==> src/hw/rtl/bss_pkg.sv <==
package bss_pkg;

    // Symbol codes, two bits each.
    localparam logic [1:0] SYM_A = 2'd0;
    localparam logic [1:0] SYM_B = 2'd1;
    localparam logic [1:0] SYM_O = 2'd2;
    localparam logic [1:0] SYM_X = 2'd3;

    localparam int MAX_SYMBOLS = 32;
    localparam int SIG_W       = 2 * MAX_SYMBOLS;
    localparam int POS_W       = $clog2(MAX_SYMBOLS);
    localparam logic [POS_W-1:0] W_RESET = POS_W'(7);
    localparam logic [POS_W-1:0] W_MIN   = POS_W'(2);

    // Successor shapes that the case table can ask for.
    typedef enum logic [3:0] {
        KIND_O_,
        KIND_AB_,
        KIND_A_B,
        KIND_XA_B,
        KIND_AX_,
        KIND_X_B,
        KIND_AX_B,
        KIND_XX_B_TA,
        KIND_A_X_TB,
        KIND_A_TB,
        KIND_XA_X_TB,
        KIND_XA_TB,
        KIND_X_X_TB1,
        KIND_XX_TAB,
        KIND_XX_X_TAB
    } kind_t;

    // The list of successors for one signature.
    typedef struct packed {
        logic [2:0]      n;
        kind_t [3:0]     k;
    } plan_t;

    // Controller to datapath.
    typedef struct packed {
        logic       load;
        logic       step1;
        logic       step2;
        logic       clr_idx;
        logic       emit;
        kind_t      kind;
        logic [1:0] number;
        logic       none;
        logic       last;
    } cmd_t;

    // Datapath to controller.
    typedef struct packed {
        logic       idx_last;
        logic [5:0] key;
        logic       split;
        logic       out_free;
    } status_t;

    // Case table keyed on the symbols at positions 0, w-1 and w, and on the split flag.
    function automatic plan_t plan_of(logic [5:0] key, logic split);
        plan_t p;
        p.n = 3'd0;
        p.k = {4{KIND_O_}};
        case (key)
            {SYM_X, SYM_X, SYM_X}, {SYM_X, SYM_X, SYM_O}:
            begin
                p.k[0] = KIND_O_; p.n = 3'd1;
            end
            {SYM_O, SYM_X, SYM_X}, {SYM_O, SYM_X, SYM_O}:
            begin
                p.k[0] = KIND_AB_; p.k[1] = KIND_O_; p.n = 3'd2;
            end
            {SYM_X, SYM_O, SYM_X}, {SYM_X, SYM_O, SYM_O}:
            begin
                p.k[0] = KIND_A_B; p.k[1] = KIND_O_; p.n = 3'd2;
            end
            {SYM_O, SYM_O, SYM_O}, {SYM_O, SYM_O, SYM_X}:
            begin
                p.k[0] = KIND_AB_; p.k[1] = KIND_A_B;
                p.k[2] = KIND_XA_B; p.k[3] = KIND_O_; p.n = 3'd4;
            end
            {SYM_A, SYM_X, SYM_X}, {SYM_A, SYM_X, SYM_O}:
            begin
                p.k[0] = KIND_AX_; p.k[1] = KIND_O_; p.n = 3'd2;
            end
            {SYM_A, SYM_O, SYM_O}, {SYM_A, SYM_O, SYM_X}:
            begin
                p.k[0] = KIND_AX_; p.k[1] = KIND_A_B;
                p.k[2] = KIND_O_; p.k[3] = KIND_XX_B_TA; p.n = 3'd4;
            end
            {SYM_X, SYM_B, SYM_X}, {SYM_X, SYM_B, SYM_O}:
            begin
                p.k[0] = KIND_O_; p.k[1] = KIND_A_X_TB; p.n = 3'd2;
            end
            {SYM_X, SYM_X, SYM_B}:
            begin
                p.k[0] = KIND_A_TB; p.n = 3'd1;
            end
            {SYM_X, SYM_B, SYM_B}:
            begin
                p.k[0] = KIND_A_TB; p.k[1] = KIND_X_X_TB1; p.n = 3'd2;
            end
            {SYM_O, SYM_B, SYM_O}, {SYM_O, SYM_B, SYM_X}:
            begin
                p.k[0] = KIND_AB_; p.k[1] = KIND_O_;
                p.k[2] = KIND_A_X_TB; p.k[3] = KIND_XA_X_TB; p.n = 3'd4;
            end
            {SYM_O, SYM_O, SYM_B}:
            begin
                p.k[0] = KIND_X_B; p.k[1] = KIND_A_TB; p.k[2] = KIND_XA_TB; p.n = 3'd3;
            end
            {SYM_O, SYM_B, SYM_B}:
            begin
                p.k[0] = KIND_A_TB; p.k[1] = KIND_XA_TB; p.k[2] = KIND_X_X_TB1;
                p.n = 3'd3;
            end
            {SYM_O, SYM_X, SYM_B}:
            begin
                p.k[0] = KIND_A_TB; p.k[1] = KIND_XA_TB; p.n = 3'd2;
            end
            {SYM_X, SYM_O, SYM_B}:
            begin
                p.k[0] = KIND_X_B; p.k[1] = KIND_A_TB; p.n = 3'd2;
            end
            {SYM_A, SYM_B, SYM_B}:
            begin
                p.k[0] = KIND_A_TB;
                if (split)
                begin
                    p.k[1] = KIND_XX_TAB; p.k[2] = KIND_X_X_TB1; p.n = 3'd3;
                end
                else
                begin
                    p.k[1] = KIND_X_X_TB1; p.n = 3'd2;
                end
            end
            {SYM_A, SYM_A, SYM_B}:
            begin
                p.k[0] = KIND_A_B; p.k[1] = KIND_XX_B_TA; p.n = 3'd2;
            end
            {SYM_A, SYM_B, SYM_X}:
            begin
                p.k[0] = KIND_AX_B; p.k[1] = KIND_O_; p.k[2] = KIND_A_X_TB;
                p.k[3] = KIND_XX_X_TAB;
                p.n = split ? 3'd4 : 3'd3;
            end
            {SYM_A, SYM_X, SYM_B}:
            begin
                p.k[0] = KIND_A_TB; p.k[1] = KIND_XX_TAB;
                p.n = split ? 3'd2 : 3'd1;
            end
            {SYM_X, SYM_A, SYM_B}:
            begin
                p.k[0] = KIND_A_B; p.n = 3'd1;
            end
            {SYM_A, SYM_B, SYM_O}:
            begin
                p.k[0] = KIND_AX_; p.k[1] = KIND_O_; p.k[2] = KIND_A_X_TB;
                p.k[3] = KIND_XX_X_TAB;
                p.n = split ? 3'd4 : 3'd3;
            end
            {SYM_A, SYM_O, SYM_B}:
            begin
                p.k[0] = KIND_XA_B; p.k[1] = KIND_A_TB; p.k[2] = KIND_XX_TAB;
                p.n = split ? 3'd3 : 3'd2;
            end
            {SYM_O, SYM_A, SYM_B}:
            begin
                p.k[0] = KIND_A_B; p.k[1] = KIND_XA_B; p.n = 3'd2;
            end
            default:
            begin
                p.n = 3'd0;
            end
        endcase
        return p;
    endfunction

endpackage

==> src/hw/rtl/bss_dp.sv <==
module bss_dp (
    input  logic                             clk,
    input  logic                             rst_n,
    input  logic                             cfg_we,
    input  logic [bss_pkg::POS_W-1:0]        cfg_wdata,
    input  logic [bss_pkg::SIG_W-1:0]        signature,
    input  logic                             out_stall,
    output logic                             out_valid,
    output logic [bss_pkg::SIG_W-1:0]        successor,
    output logic [1:0]                       successor_number,
    output logic                             none_found,
    output logic                             last,
    input  bss_pkg::cmd_t                    cmd,
    output bss_pkg::status_t                 st
);

    localparam int PW = bss_pkg::POS_W;
    localparam int SW = bss_pkg::SIG_W;

    typedef enum logic [2:0] {
        SRC_S,
        SRC_TA,
        SRC_TB,
        SRC_TB1,
        SRC_TAB
    } src_t;

    logic [PW-1:0]       w_cfg_reg;
    logic [PW-1:0]       eff_w;
    logic [SW-1:0]       s_reg;
    logic [PW-1:0]       idx_reg;
    logic signed [6:0]   ca_reg, cb0_reg, cb1_reg, cab_reg;
    logic                ta_found_reg, tb_found_reg, tb1_found_reg, tab_found_reg;
    logic [PW-1:0]       ta_pos_reg, tb_pos_reg, tb1_pos_reg, tab_pos_reg;
    logic                out_valid_reg;
    logic [SW-1:0]       succ_reg;
    logic [1:0]          num_reg;
    logic                none_reg, last_reg;

    logic [PW-1:0]       bi;
    logic [1:0]          sym_f, sym_b, sym_tb;
    logic signed [6:0]   ca_dec, cb0_dec, cb1_dec, cab_dec;

    logic [SW-1:0]       src, shifted, full_mask, tail_clr, succ_next;
    logic [3:0]          head;
    logic                head2, has_tail;
    logic [1:0]          tail_sym;
    src_t                sel;

    function automatic logic [1:0] sym_at(logic [SW-1:0] s, logic [PW-1:0] p);
        return s[{p, 1'b0} +: 2];
    endfunction

    function automatic logic [SW-1:0] put(logic [SW-1:0] s, logic [PW-1:0] p,
                                          logic [1:0] v);
        logic [SW-1:0] r;
        r = s;
        r[{p, 1'b0} +: 2] = v;
        return r;
    endfunction

    // Effective last position never goes below two.
    assign eff_w = (w_cfg_reg < bss_pkg::W_MIN) ? bss_pkg::W_MIN : w_cfg_reg;

    // Symbols seen by the scans this cycle.
    assign bi      = eff_w - idx_reg;
    assign sym_f   = sym_at(s_reg, idx_reg);
    assign sym_b   = sym_at(s_reg, bi);
    assign sym_tb  = (tb_found_reg && idx_reg == tb_pos_reg) ? bss_pkg::SYM_B : sym_f;
    assign ca_dec  = ca_reg - 7'sd1;
    assign cb0_dec = cb0_reg - 7'sd1;
    assign cb1_dec = cb1_reg - 7'sd1;
    assign cab_dec = cab_reg - 7'sd1;

    // Status to the controller.
    assign st.idx_last = (idx_reg == eff_w);
    assign st.key      = {sym_at(s_reg, '0), sym_at(s_reg, eff_w - PW'(1)),
                          sym_at(s_reg, eff_w)};
    assign st.split    = tb_found_reg && (tb_pos_reg != '0);
    assign st.out_free = !out_valid_reg || !out_stall;

    // Configuration register.
    always_ff @(posedge clk or negedge rst_n)
    begin
        if (!rst_n)
            w_cfg_reg <= bss_pkg::W_RESET;
        else if (cfg_we)
            w_cfg_reg <= cfg_wdata;
    end

    // Bracket scans, one symbol per cycle.
    always_ff @(posedge clk)
    begin
        if (cmd.load)
        begin
            s_reg         <= signature;
            ca_reg        <= '0;
            cb0_reg       <= '0;
            cb1_reg       <= -7'sd1;
            cab_reg       <= '0;
            ta_found_reg  <= 1'b0;
            tb_found_reg  <= 1'b0;
            tb1_found_reg <= 1'b0;
            tab_found_reg <= 1'b0;
        end
        if (cmd.step1)
        begin
            // Forward scan that turns the matched B into A.
            if (sym_f == bss_pkg::SYM_A)
                ca_reg <= ca_reg + 7'sd1;
            else if (sym_f == bss_pkg::SYM_B)
            begin
                ca_reg <= ca_dec;
                if (ca_dec == 7'sd0 && !ta_found_reg)
                begin
                    ta_found_reg <= 1'b1;
                    ta_pos_reg   <= idx_reg;
                end
            end
            // Backward scans that turn the matched A into B.
            if (sym_b == bss_pkg::SYM_B)
            begin
                cb0_reg <= cb0_reg + 7'sd1;
                cb1_reg <= cb1_reg + 7'sd1;
            end
            else if (sym_b == bss_pkg::SYM_A)
            begin
                cb0_reg <= cb0_dec;
                cb1_reg <= cb1_dec;
                if (cb0_dec == 7'sd0 && !tb_found_reg)
                begin
                    tb_found_reg <= 1'b1;
                    tb_pos_reg   <= bi;
                end
                if (cb1_dec == 7'sd0 && !tb1_found_reg)
                begin
                    tb1_found_reg <= 1'b1;
                    tb1_pos_reg   <= bi;
                end
            end
        end
        if (cmd.step2)
        begin
            // Forward scan over the B-rewritten copy.
            if (sym_tb == bss_pkg::SYM_A)
                cab_reg <= cab_reg + 7'sd1;
            else if (sym_tb == bss_pkg::SYM_B)
            begin
                cab_reg <= cab_dec;
                if (cab_dec == 7'sd0 && !tab_found_reg)
                begin
                    tab_found_reg <= 1'b1;
                    tab_pos_reg   <= idx_reg;
                end
            end
        end
    end

    // Scan position.
    always_ff @(posedge clk or negedge rst_n)
    begin
        if (!rst_n)
            idx_reg <= '0;
        else if (cmd.load || cmd.clr_idx)
            idx_reg <= '0;
        else if ((cmd.step1 || cmd.step2) && !st.idx_last)
            idx_reg <= idx_reg + PW'(1);
    end

    // Shape of each successor kind.
    always_comb
    begin
        head     = 4'b0000;
        head2    = 1'b0;
        has_tail = 1'b0;
        tail_sym = bss_pkg::SYM_B;
        sel      = SRC_S;
        case (cmd.kind)
            bss_pkg::KIND_O_:       begin head = 4'b0010; end
            bss_pkg::KIND_AB_:      begin head = 4'b0100; head2 = 1'b1; end
            bss_pkg::KIND_A_B:      begin head = 4'b0000; has_tail = 1'b1; end
            bss_pkg::KIND_XA_B:     begin head = 4'b0011; head2 = 1'b1; has_tail = 1'b1; end
            bss_pkg::KIND_AX_:      begin head = 4'b1100; head2 = 1'b1; end
            bss_pkg::KIND_X_B:      begin head = 4'b0011; has_tail = 1'b1; end
            bss_pkg::KIND_AX_B:     begin head = 4'b1100; head2 = 1'b1; has_tail = 1'b1; end
            bss_pkg::KIND_XX_B_TA:
            begin
                head = 4'b1111; head2 = 1'b1; has_tail = 1'b1; sel = SRC_TA;
            end
            bss_pkg::KIND_A_X_TB:
            begin
                has_tail = 1'b1; tail_sym = bss_pkg::SYM_X; sel = SRC_TB;
            end
            bss_pkg::KIND_A_TB:     begin sel = SRC_TB; end
            bss_pkg::KIND_XA_X_TB:
            begin
                head = 4'b0011; head2 = 1'b1; has_tail = 1'b1;
                tail_sym = bss_pkg::SYM_X; sel = SRC_TB;
            end
            bss_pkg::KIND_XA_TB:    begin head = 4'b0011; head2 = 1'b1; sel = SRC_TB; end
            bss_pkg::KIND_X_X_TB1:
            begin
                head = 4'b0011; has_tail = 1'b1; tail_sym = bss_pkg::SYM_X; sel = SRC_TB1;
            end
            bss_pkg::KIND_XX_TAB:   begin head = 4'b1111; head2 = 1'b1; sel = SRC_TAB; end
            bss_pkg::KIND_XX_X_TAB:
            begin
                head = 4'b1111; head2 = 1'b1; has_tail = 1'b1;
                tail_sym = bss_pkg::SYM_X; sel = SRC_TAB;
            end
            default:                begin head = 4'b0010; end
        endcase
    end

    // Source word with the requested bracket rewrites applied.
    always_comb
    begin
        src = s_reg;
        case (sel)
            SRC_TA:
                if (ta_found_reg) src = put(s_reg, ta_pos_reg, bss_pkg::SYM_A);
            SRC_TB:
                if (tb_found_reg) src = put(s_reg, tb_pos_reg, bss_pkg::SYM_B);
            SRC_TB1:
                if (tb1_found_reg) src = put(s_reg, tb1_pos_reg, bss_pkg::SYM_B);
            SRC_TAB:
            begin
                if (tb_found_reg) src = put(src, tb_pos_reg, bss_pkg::SYM_B);
                if (tab_found_reg) src = put(src, tab_pos_reg, bss_pkg::SYM_A);
            end
            default: src = s_reg;
        endcase
    end

    // Compose: head symbols, the source moved up one position, optional tail at w.
    assign full_mask = {SW{1'b1}} >> {PW'(bss_pkg::MAX_SYMBOLS - 1) - eff_w, 1'b0};
    assign tail_clr  = ~(SW'(3) << {eff_w, 1'b0});
    assign shifted   = (src << 2) & full_mask & (head2 ? ~SW'(15) : ~SW'(3));

    always_comb
    begin
        succ_next = shifted | SW'(head);
        if (has_tail)
            succ_next = (succ_next & tail_clr) | (SW'(tail_sym) << {eff_w, 1'b0});
        if (cmd.none)
            succ_next = '0;
    end

    // Output register.
    always_ff @(posedge clk or negedge rst_n)
    begin
        if (!rst_n)
            out_valid_reg <= 1'b0;
        else if (cmd.emit)
            out_valid_reg <= 1'b1;
        else if (!out_stall)
            out_valid_reg <= 1'b0;
    end

    always_ff @(posedge clk)
    begin
        if (cmd.emit)
        begin
            succ_reg <= succ_next;
            num_reg  <= cmd.number;
            none_reg <= cmd.none;
            last_reg <= cmd.last;
        end
    end

    assign out_valid        = out_valid_reg;
    assign successor        = succ_reg;
    assign successor_number = num_reg;
    assign none_found       = none_reg;
    assign last             = last_reg;

endmodule

==> src/hw/rtl/bss_ctrl.sv <==
module bss_ctrl (
    input  logic               clk,
    input  logic               rst_n,
    input  logic               in_valid,
    output logic               in_stall,
    input  bss_pkg::status_t   st,
    output bss_pkg::cmd_t      cmd
);

    typedef enum logic [4:0] {
        ST_IDLE  = 5'b00001,
        ST_SCAN1 = 5'b00010,
        ST_SCAN2 = 5'b00100,
        ST_PLAN  = 5'b01000,
        ST_EMIT  = 5'b10000
    } state_t;

    state_t          state_reg, state_next;
    bss_pkg::plan_t  plan_reg, plan_next;
    logic [1:0]      eidx_reg, eidx_next;
    logic            is_none, is_last;

    assign in_stall = (state_reg != ST_IDLE);
    assign is_none  = (plan_reg.n == 3'd0);
    assign is_last  = is_none || ({1'b0, eidx_reg} == plan_reg.n - 3'd1);

    // Sequencing: load, two scan passes, table lookup, then one result per slot.
    always_comb
    begin
        state_next = state_reg;
        plan_next  = plan_reg;
        eidx_next  = eidx_reg;
        cmd        = '0;
        cmd.kind   = plan_reg.k[eidx_reg];
        cmd.number = eidx_reg;
        cmd.none   = is_none;
        cmd.last   = is_last;
        case (state_reg)
            ST_IDLE:
                if (in_valid)
                begin
                    cmd.load   = 1'b1;
                    state_next = ST_SCAN1;
                end
            ST_SCAN1:
            begin
                cmd.step1 = 1'b1;
                if (st.idx_last)
                begin
                    cmd.clr_idx = 1'b1;
                    state_next  = ST_SCAN2;
                end
            end
            ST_SCAN2:
            begin
                cmd.step2 = 1'b1;
                if (st.idx_last)
                    state_next = ST_PLAN;
            end
            ST_PLAN:
            begin
                plan_next  = bss_pkg::plan_of(st.key, st.split);
                eidx_next  = 2'd0;
                state_next = ST_EMIT;
            end
            ST_EMIT:
                if (st.out_free)
                begin
                    cmd.emit  = 1'b1;
                    eidx_next = eidx_reg + 2'd1;
                    if (is_last)
                        state_next = ST_IDLE;
                end
            default:
                state_next = ST_IDLE;
        endcase
    end

    always_ff @(posedge clk or negedge rst_n)
    begin
        if (!rst_n)
        begin
            state_reg <= ST_IDLE;
            eidx_reg  <= 2'd0;
        end
        else
        begin
            state_reg <= state_next;
            eidx_reg  <= eidx_next;
        end
    end

    always_ff @(posedge clk)
    begin
        plan_reg <= plan_next;
    end

endmodule

==> src/hw/rtl/boundary_signature_successors_core.sv <==
// Boundary signature successor generator. One signature (w+1 two-bit symbols, w set by
// the configuration register, two at least) is taken at a time; its successors leave one per
// transaction with successor_number counting 0..3 and last marking the final one, or a
// single result with none_found set. An item is taken in from the idle state; the bracket
// scans then walk one symbol per cycle (a first pass finds all three matches on the input,
// a second pass scans the B-rewritten copy), the case table is read, and the results
// leave one per cycle when the output is not stalled. A new signature is taken once the
// last result has been loaded into the output register.
module boundary_signature_successors_core (
    input  logic                          clk,
    input  logic                          rst_n,
    input  logic                          cfg_we,
    input  logic [bss_pkg::POS_W-1:0]     cfg_wdata,
    input  logic                          in_valid,
    output logic                          in_stall,
    input  logic [bss_pkg::SIG_W-1:0]     signature,
    output logic                          out_valid,
    input  logic                          out_stall,
    output logic [bss_pkg::SIG_W-1:0]     successor,
    output logic [1:0]                    successor_number,
    output logic                          none_found,
    output logic                          last
);

    bss_pkg::cmd_t    cmd;
    bss_pkg::status_t st;

    // Sequencer.
    bss_ctrl u_ctrl (
        .clk      (clk),
        .rst_n    (rst_n),
        .in_valid (in_valid),
        .in_stall (in_stall),
        .st       (st),
        .cmd      (cmd)
    );

    // Scans, successor assembly and output register.
    bss_dp u_dp (
        .clk              (clk),
        .rst_n            (rst_n),
        .cfg_we           (cfg_we),
        .cfg_wdata        (cfg_wdata),
        .signature        (signature),
        .out_stall        (out_stall),
        .out_valid        (out_valid),
        .successor        (successor),
        .successor_number (successor_number),
        .none_found       (none_found),
        .last             (last),
        .cmd              (cmd),
        .st               (st)
    );

endmodule

==> config.mk <==
export PLATFORM = sky130hd
export DESIGN_NAME = boundary_signature_successors_core
export DESIGN_NICKNAME = d
export VERILOG_FILES = /design/src/hw/rtl/bss_pkg.sv /design/src/hw/rtl/bss_dp.sv /design/src/hw/rtl/bss_ctrl.sv /design/src/hw/rtl/boundary_signature_successors_core.sv
export SDC_FILE = /design/constraint.sdc
export NUM_CORES = 1
export LEC_CHECK = 0
export ABC_AREA = 1
export BUFFER_PORTS_ARGS = -buffer_cell sky130_fd_sc_hd__buf_2
export CAP_MARGIN = 0
export CORE_ASPECT_RATIO = 0.7
export CORE_MARGIN = 2
export CORE_UTILIZATION = 55
export CTS_BUF_LIST = sky130_fd_sc_hd__clkbuf_16
export DETAILED_ROUTE_END_ITERATION = 12
export MAX_ROUTING_LAYER = met4
export PLACE_DENSITY = 0.74
export SYNTH_ARGS = -nofsm -noshare
export SYNTH_HDL_FRONTEND = slang
export SYNTH_SLANG_ARGS = --single-unit
export TNS_END_PERCENT = 20
==> constraint.sdc <==
create_clock -name clk -period 4.1 [get_ports clk]
set_input_delay 0.41 -clock clk [delete_from_list [all_inputs] [get_ports clk]]
set_output_delay 0.41 -clock clk [all_outputs]
set_load 0.01 [all_outputs]
### Yosys cells after proc, flatten, opt, wreduce, memory -nomap -nowiden

Cells that the tools add are included.

* add/sub/neg operators: 18
* order comparisons: 2
* eq/ne operators: 66
* shift operators: 15
* multiplexer cells: 87
* bitwise operators: 9
* reductions and logical operators: 63

Operators by type and width (count)
* 64-bit bitwise mux: 4
* 2-bit by 8-bit variable shift with 64-bit output, first input constant: 4
* 2-bit by 8-bit variable part select with 64-bit output, first input constant: 4
* 64-bit by 7-bit variable part select with 2-bit output: 4
* 62-bit one-hot mux with 4 select lines: 1
* 64-bit bitwise AND: 3
* 64-bit 2-to-1 mux: 3
* 62-bit 2-to-1 mux: 3
* 6-bit equality test, second input constant: 20
* 7-bit 2-to-1 mux: 16
* 64-bit NOT: 1
* 64-bit by 4-bit OR with 64-bit output: 1
* 64-bit OR: 1
* 2-bit by 6-bit << shifter with 64-bit output: 1
* 2-bit by 6-bit << shifter with 64-bit output, first input constant: 1
* 64-bit by 6-bit >> shifter with 64-bit output, first input constant: 1
* 5-bit 2-to-1 mux: 8
* 6-bit by 4-bit equality test with 1-bit output, second input constant: 6
* 4-bit one-hot mux with 9 select lines: 1
* 1-bit 2-to-1 mux: 34
* 6-bit negation with 8-bit output: 4
* 7-bit by 2-bit adder with 7-bit output, second input constant: 4
* 4-bit equality test, second input constant: 7
* 7-bit logical NOT: 4
* 58 further kinds: 124

* register bits: 221
* bits of input ports: 74
* output and inout port bits: 70
* logic and storage cells: 287

### Depth between registers and ports, before layout

Gate-level depths: netlist of run 1.

* depth in word-level cells: 16
* depth in mapped cells: 24

### By module

A second synthesis of run 1 with hierarchy kept.

* cells, all modules: 2446
* area, all modules: 17015.1 µm²

By module, submodules not included
* bss_dp: instances 1, cells each 2233, area an instance 15386.0 µm²
* bss_ctrl: instances 1, cells each 213, area an instance 1629.1 µm²

### Worst setup path before layout of run 1

No wires, ideal clock.

* path type: register -> register
* start: register u_dp.w_cfg_reg[3]
* end: register u_dp.tb_pos_reg[0], enable pin
* data arrival time: 3.328 ns
* data required time: 3.760 ns
* slack: 0.433 ns
* cell stages (with the launch flop): 21
* path through: dfrtp_1 -> buf_6 -> nor2_8 -> nand2_8 -> nand2_4 -> buf_6 -> buf_6 -> ha_1 -> fa_1 -> inv_1 -> clkbuf_1 -> o21ai_0 -> o21ai_0 -> nand2_1 -> o211ai_1 -> nand3_1 -> nand2_2 -> inv_1 -> nand2_2 -> nand2_1 -> nor2_1

* longest elaborated chain between the ends: 7

Ends and longest elaborated chain
* start, declared: line bss_dp.sv:28 `logic [PW-1:0] w_cfg_reg;`
* start signal, assigned: line bss_dp.sv:86 `w_cfg_reg <= bss_pkg::W_RESET;`
* start signal, assigned: line bss_dp.sv:88 `w_cfg_reg <= cfg_wdata;`
* 5-bit by 2-bit < comparator with 1-bit output (*): line bss_dp.sv:63 `assign eff_w = (w_cfg_reg < bss_pkg::W_MIN) ? bss_pkg::W_MIN : w_cfg_reg;`
* 5-bit 2-to-1 mux (*): line bss_dp.sv:63
* 5-bit subtractor (*): line bss_dp.sv:66 `assign bi = eff_w - idx_reg;`
* named net u_dp.bi[1]: line bss_dp.sv:40 `logic [PW-1:0] bi;`
* 64-bit by 7-bit variable part select with 2-bit output (*): line bss_dp.sv:51 `return s[{p, 1'b0} +: 2];`
* 2-bit by 1-bit equality test with 1-bit output: line bss_dp.sv:121 `if (sym_b == bss_pkg::SYM_B)`
* 1-bit NOT (no source line)
* 4-bit AND reduction (no source line) (*)
* end signal, assigned: line bss_dp.sv:133 `tb_pos_reg <= bi;`
* end, declared: line bss_dp.sv:34 `logic [PW-1:0] ta_pos_reg, tb_pos_reg, tb1_pos_reg, tab_pos_reg;`

The timed path passes the listed nets; every way through them passes the cells marked *.
A chain may end at the register's enable or synchronous reset.

### Final worst setup path of run 1

* start: register u_dp.w_cfg_reg[3]
* end: register u_ctrl.plan_reg[1] (netlist bit) (data pin)

* longest elaborated chain between the ends: 7

Ends and longest elaborated chain
* 5-bit by 2-bit < comparator with 1-bit output: line bss_dp.sv:63
* 5-bit 2-to-1 mux (*): line bss_dp.sv:63
* 5-bit by 1-bit subtractor with 5-bit output: line bss_dp.sv:77 `assign st.key = {sym_at(s_reg, '0), sym_at(s_reg, eff_w - PW'(1)),`
* 64-bit by 7-bit variable part select with 2-bit output: line bss_dp.sv:51
* 6-bit equality test, or another cell as far along: line bss_pkg.sv:66 `case (key)`
* 6-bit OR reduction (no source line), or another cell as far along
* 4-bit one-hot mux with 7 select lines (*): line bss_pkg.sv:66
* end signal, assigned: line bss_ctrl.sv:95 `plan_reg <= plan_next;`
* end, declared: line bss_ctrl.sv:19 `bss_pkg::plan_t plan_reg, plan_next;`

Mark *: on every way between the ends. The rest lies on a longest branch, timed or not.

==> results of run 1 <==
-- power breakdown --
| group | switching [W] | leakage (nW) | total [W] | internal, W |
|---|---|---|---|---|
| logic | 0.00427 | 5.31 | 0.00613 | 0.00186 |
| registers | 0.000535 | 2.07 | 0.00336 | 0.00283 |
| clock network | 0.000896 | 0.381 | 0.00217 | 0.00127 |
-- routing by layer --
metal	GRT usage, %	part of all wire, %	vias to the layer above
met2	56.9	39	1415
met3	11.9	16	188
li1	-	-	8209
met4	15.0	4.0	0
met1	61.4	41	8441
met5	-	0	-
-- cells by family after synthesis --
group           count (synthesis)  synth area share, %
flops                         221                 37.7
xor+xnor                       45                 2.39
simple gates                 1193                 31.5
buf+inv                       343                 8.64
mux                             1               0.0681
compound gates                487                 16.3
fa+ha+maj                      44                 3.38
-- layout make-up --
type,count,share of cell area (%)
Antenna cell,8,0.109
Multi-Input combinational cell,1770,48.4
Clock inverter,17,1.02
Sequential cell,221,33.9
Tap cell,385,2.62
Inverter,229,4.70
Clock buffer,23,3.13
Timing Repair Buffer,195,6.17
-- worst min-delay path by stage --
stage	start	endpoint	slack, ns	cells past startpoint
finish	signature[47]	u_dp.s_reg[47]	0.05	1
global route	signature[11]	u_dp.s_reg[11]	0.04	1
global placement	rst_n	u_dp.out_valid	0.40	1
detailed placement	rst_n	u_dp.out_valid	0.41	1
floorplan	rst_n	u_ctrl.eidx_reg[0]	0.11	0
CTS	signature[44]	u_dp.s_reg[44]	0.04	1
-- cell usage after synthesis (all sizes together) (2+ instances only) --
master     n
a21oi    158
nand4     61
nand3    268
xor2      31
dfrtp     14
o31ai      6
nor3      45
o22ai     19
o21ai    225
o32ai      2
o211ai    36
inv      227
dfxtp     32
o2111ai   11
nor2     226
o221ai     3
xnor2     14
a221oi     2
edfxtp   171
or2        4
a22o       2
a31oi      8
buf       48
clkinv     2
clkbuf    66
nand3b     5
o21a       4
ha        43
nand2    572
a32oi      2
dfstp      4
a22oi      3
nor3b      3
nor4       9
-- through the flow --
step,power [W],cells,worst slack (ns)
after detailed placement,0.00922,2799,0.334
after CTS,0.0114,2840,0.305
after global routing,0.0123,2847,0.0207
final,0.0117,2848,0.143
after floorplan,0.00728,2334,0.433
after global placement,0.00909,2799,0.297
-- repair_timing --
action                                  CTS  global route
gates resized for setup                   0             1
hold buffers                              1             0
endpoints found under the setup margin    0             5
hold endpoints to repair                 14             0
==> summary.md, run 1 <==
| Metric | Value |
|---|---|
| Final Setup Violations | 0 |
| Worst hold slack | between 0.04 and 0.05 ns |
| Crit Path Category | flip-flop to flip-flop |
| Num CTS Buffers | 22 |
| TritonCTS clock tree | yes |
| Sink Count | approximately 220 |
| CP Capture Point | u_ctrl.plan_reg[1] |
| Leading area contributor after synthesis | edfxtp_1 |
| Final instance area | around 0.018 mm2 |
| CP top delay family | simple AND/OR/NAND/NOR gates |
| Synth Warn # | 0 |
| Post-detail-place hpwl | approximately 50000 um |
| RSZ-0062 raised after global routing | false |
| ANT nets after route | 0 |
| Layout cell share with drive strength beyond 1 | between 10 and 15% |
| FF-to-FF setup slack | approximately 0.14 ns |
| Worst-Margin Slew | roughly 1.1 ns |
| Nets | 2557 |
| Power Dens Cells | 635 mW/mm2 |
| #FFs+latches synth | about 220 |
| Max Slew Vio Count | 0 |
| Congestion Overflow GR | 0 |
| Syn Inst Count | between 2000 and 2500 |
| CP Capture Type | flip-flop |
| Clock Skew | 0.0234 ns |
| Most frequent cells in the layout | nand2_1, nand3_1, inv_1, o21ai_0, nor2_1 |
| Final Util | around 62% |
| Die area | approximately 0.031 mm2 |
| Gpl congestion | around 1.1 |
| Crit-path cells | nor2_8, nand2_8, nand2_4, buf_4, ha_1, inv_1, ha_1, inv_1, nand3_1, nand3_1, nand2_1, nand2_1, nand2_2, nor2_4, nand3_1, inv_1, o21ai_0, o2111ai_1 |
| Core area | ~0.030 mm2 |
| Top FF cell, synth | edfxtp_1 |
| CP max FO | 31 |
| Initial antenna violation count | 6 |
| RR Endpoint | u_ctrl.plan_reg[1] |
| Port Buf Inserts | approximately 140 |
| I/O pin count | ~140 |
| Sequential fraction of the synthesis area | between 30% and 40% |
| Slew headroom | around 25% |
| Post-CTS Setup Bufs | 0 |
| CP Launch Type | flip-flop |
| Clk_lat worst skew | 0.55 ns |
| Critical Path AT | approximately 4.2 ns |
| Most common cell after layout, fill and taps aside | nand2_1 |
| Synth top area share | a little under a third |
| Crit path from | u_dp.w_cfg_reg[3] |
| Starting Density | 55.5% |
| Chip width | between 200 and 250 um |
| Placed Area | 0.0176 mm2 |
| # DRC | 0 |
| Status | completed |
| EDFF count, synth | around 170 |
| Total GRT Usage | 42.7% |
| CTS root buf | clkbuf_16 |
| Critical R2R Launch | u_dp.w_cfg_reg[3] |
| Post-synth ARST share | 8.14% |
| WP buf/inv | 4 |
| Worst ir drop on vdd | 0.528 mV |
| Max-Cap Viols | 0 |
| Clock transition at path regs | ~0.07 ns |
| Area growth syn-to-layout | 11.2% |
| Total number of vias | about 18000 |
| Crit path depth | 18 |
| Hold violation total from the final report | 0 |
| Share of the clock period used by the worst path | slightly below 100% |
| Via density | 6.41 |
| Syn_nets | roughly 2500 |
| Slowest stage cell, crit path | ha_1 |
| WP data required | 4.35 ns |
| Post-route minimum period | a little under 4 ns |
| Leak | 7.76 nW |
| Vias in the first global route | about 16000 |
| Std-Cell Rows | 53 |
| Main area contributors after synthesis | edfxtp_1, nand2_1, nand3_1 |
| Filler instances | around 2700 |
| Area of the multi-input gates | roughly 0.0089 mm2 |
| Worst Reg-to-Reg Cells | 18 |
| Fmax | 253 MHz |
| Max H-tree Level | 1 |
| Routed len/inst | 23.2 um |
| First-pass GRT wire length | between 90000 and 100000 um |
| Total wire length | 66100 um |
| Mapped cell area | around 0.017 mm2 |
| Crit path largest cell delay | 0.59 ns |
| Worst min path class | input pin to flip-flop |
| Pin count of the biggest net entering global routing | between 60 and 70 |
| Mean post-synth cell area | between 7 and 8 um2 |
| CTS max path bufs | 3 |
| TNS Setup | 0 ns |
| DRT Pass-1 Iters | 6 |
| Iteration-0 DRC count of the detailed router | approximately 3000 |
| Synth unique cells | 59 |
| Die Height | ~150 um |
| Sequential Area | 0.00623 mm2 |
Note: power is estimated with default switching activity, not from simulation.
==> run 2, diff against run 1 <==
ABC_AREA = not set   (was 1)
PLACE_DENSITY = 0.75   (was 0.74)
==> run 2 against run 1 <==
  * Clock skew increased by 0.013 ns
  * Global-route usage increased by 0.050 points
  * Worst hold slack got worse by 0.024 ns
  * Count of clock-buffer cells in the layout decreased by 1
  * Via count decreased by 14%
  * Area after synthesis decreased by 3.4%
  * Combinational power decreased by 47%
  * Core utilization increased by 0.41 points
  * Sequential share of layout area increased by 0.97 points
  * Largest power group is now registers
  * Highest routed layer unchanged
==> summary.md, run 2 <==
| Metric | Value |
|---|---|
| Sequential fraction of the synthesis area | 39.0% (+1.3 points) |
| Highest routed layer | met4 |
| Slew headroom | 31.3% (+6.2 points) |
| Die area | 0.0304 mm2 (-3.3%) |
| Nets | 1967 (-23%) |
| Die Height | 147 um (-1.7%) |
| CP Launch Type | flip-flop |
| I/O pin count | 144 (unchanged) |
| Pin count of the biggest net entering global routing | 69 (unchanged) |
| Area growth syn-to-layout | 11.9% |
| Most frequent cells in the layout | nand2_1, a21oi_1, edfxtp_1 |
| Count leader, synth | nand2_1 |
| Total wire length | 64100 um (-3.0%) |
| CTS max path bufs | 3 (unchanged) |
| First-pass GRT wire length | 94500 um (-3.6%) |
| WP data required | 4.51 ns (+0.16 ns) |
| Synth Warn # | 0 (unchanged) |
| Clk_lat worst skew | 0.56 ns (about the same) |
| Synth unique cells | 98 (+66%) |
| Syn_nets | 1851 (-25%) |
| Core area | 0.0288 mm2 (-3.4%) |
| Std-Cell Rows | 52 (-1.9%) |
| Mapped cell area | 0.0160 mm2 (-3.4%) |
| Routed len/inst | 28.6 um (+23%) |
| Initial antenna violation count | 2 (-4) |
| Vias in the first global route | 14696 (-9.3%) |
| Status | completed |
| Post-CTS Setup Bufs | 0 (unchanged) |
| Syn Inst Count | 1733 (-26%) |
| Crit-path cells | o41ai_4, buf_4, buf_4, ha_1, nor3b_2, xnor2_1, nand2_1, nand4_2, nand4_4, nand2b_4, a211o_1, a21oi_1, nand3b_1 |
| Max H-tree Level | 1 (unchanged) |
| Max-Cap Viols | 0 (unchanged) |
| Worst slack, placed | -0.0176 ns (-0.352 ns) |
| Leak | 6.73 nW (-13%) |
| Chip width | 208 um (-1.7%) |
| # DRC | 0 (unchanged) |
| M1 WL | 25400 um (-5.9%) |
| Setup ws final | 0.165 ns (+0.0223 ns) |
| Gpl congestion | 1.09 (+0.53%) |
| Power Dens Cells | 474 mW/mm2 (-25%) |
| Iteration-0 DRC count of the detailed router | 2974 (+0.47%) |
| Fmax | 254 MHz (+0.57%) |
| Post-synth ARST share | 8.14% (unchanged) |
| Via density | 7.03 (+9.7%) |
| CP max FO | 21 (-32%) |
| Layout cell share with drive strength beyond 1 | 18.6% (+7.4 points) |
| Worst hold slack | 0.0236 ns (-0.0242 ns) |
| Total GRT Usage | 42.7% (+0.050 points) |
| Final Setup Violations | 0 (unchanged) |
| Main area contributors after synthesis | edfxtp_1, mux4_2, a21oi_1 |
| RSZ-0062 raised after global routing | false |
| Sink Count | 221 (unchanged) |
| TritonCTS clock tree | yes |
| Slowest stage cell, crit path | o41ai_4 |
| Hold violation total from the final report | 0 (unchanged) |
| CP Capture Type | flip-flop |
| Worst-Margin Slew | 1.02 ns (-0.101 ns) |
| Most frequent cell on the critical path | buf_4 |
| Leading area contributor after synthesis | edfxtp_1 |
| Routed met3 length | 9870 um (-5.7%) |
| DRT Pass-1 Iters | 7 (+1) |
| #FFs+latches synth | 221 (unchanged) |
| Post-detail-place hpwl | 49500 um (-2.1%) |
| WL met2 | 26000 um (about the same) |
| Synth top area share | 32.2% (+1.1 points) |
| Mean post-synth cell area | 9.21 um2 (+30%) |
| Worst ir drop on vdd | 0.515 mV (-2.5%) |
| Most common cell after layout, fill and taps aside | nand2_1 |
| Post-route minimum period | 3.93 ns (-0.0223 ns) |
| Clock Skew | 0.0367 ns (+0.0132 ns) |
| Crit Path Category | flip-flop to flip-flop |
| Share of the clock period used by the worst path | 96.0% (-0.54 points) |
| Total number of vias | 15770 (-14%) |
| Top FF cell, synth | edfxtp_1 |
| Num CTS Buffers | 22 (unchanged) |
| Critical Path AT | 4.35 ns (+0.14 ns) |
| Starting Density | 55.5% (about the same) |
| Clock transition at path regs | 0.06 ns (about the same) |
| Max Slew Vio Count | 0 (unchanged) |
| Synth top cells by count | nand2_1, a21oi_1, edfxtp_1 |
| Crit path largest cell delay | 0.46 ns (-0.13 ns) |
| Port Buf Inserts | 143 (unchanged) |
| ANT nets after route | 0 (unchanged) |
| Worst min path class | input pin to flip-flop |
| Congestion Overflow GR | 0 (unchanged) |
| CTS root buf | clkbuf_16 |
| EDFF count, synth | 171 (unchanged) |
## run 2: layer usage
layer	vias to the layer above	track usage [%]
met4	0	14.8
met2	1306	58.3
met1	7532	58.9
li1	6734	-
met3	198	14.9
met5	-	-
## run 2: logic make-up after synthesis
logic type,count (synthesis),synth area share [%]
buffers and inverters,177,4.66
AOI/OAI and AO/OA,508,20.4
and+or+nand+nor,651,19.9
xor gates and xnor gates,34,1.91
muxes,98,10.6
adders and majority gates,44,3.50
DFF,221,39.0
## run 2: power by group
| group | internal (W) | leakage (nW) | switching (W) |
|---|---|---|---|
| combinational | 0.00138 | 4.30 | 0.00187 |
| clock | 0.00105 | 0.352 | 0.000907 |
| sequential | 0.00274 | 2.08 | 0.000518 |
## run 2: timing repair
action,CTS,global route
pin swaps,0,0
gates resized for setup,1,5
setup endpoints to repair,5,24
hold buffers,1,0
endpoints found under the hold margin,14,0
## run 2: worst max-delay path: cells and delay by family (launching register included)
family	cells	cell delay [ns]
AND/OR/NAND/NOR	6	1.19
AO/OA/AOI/OAI	3	0.89
buffers and inverters	2	0.66
flip-flops	1	0.44
XOR/XNOR	1	0.34
adder cells (fa/ha/maj)	1	0.25
## run 2: layout make-up
cell class	instances	area, um2
Fill cell	2378	10900
Multi-Input combinational cell	1335	9020
Sequential cell	221	6230
Timing Repair Buffer	209	1230
Clock buffer	22	551
Tap cell	378	473
Inverter	60	225
Clock inverter	18	138
Antenna cell	1	2.50
## run 2: path summary, 6_finish.rpt
path                       slack, ns  cells after the start             endpoint              start
max                             0.17                     13  u_ctrl.plan_reg[16]  u_dp.w_cfg_reg[4]
min reg2reg                     0.51                      2      u_dp.cb0_reg[1]    u_dp.cb0_reg[1]
min                             0.02                      2  u_ctrl.state_reg[0]           in_valid
max reg2reg                     0.17                     13  u_ctrl.plan_reg[16]  u_dp.w_cfg_reg[4]
min in group asynchronous       0.34                      2      u_dp.idx_reg[3]              rst_n
max in group asynchronous       3.39                      2    u_dp.w_cfg_reg[0]              rst_n
## run 2: metrics by stage
step	std cells	TNS [ns]	util (%)	power [W]	cell area, um2
after global placement	2202	0	59.6	0.00628	17100
final	2244	0	62.1	0.00847	17900
after detailed placement	2202	-0.100	59.6	0.00638	17100
after CTS	2243	0	62.1	0.00833	17800
after floorplan	1733	-0.115	-	0.00547	16000
after global routing	2244	0	62.1	0.00878	17900
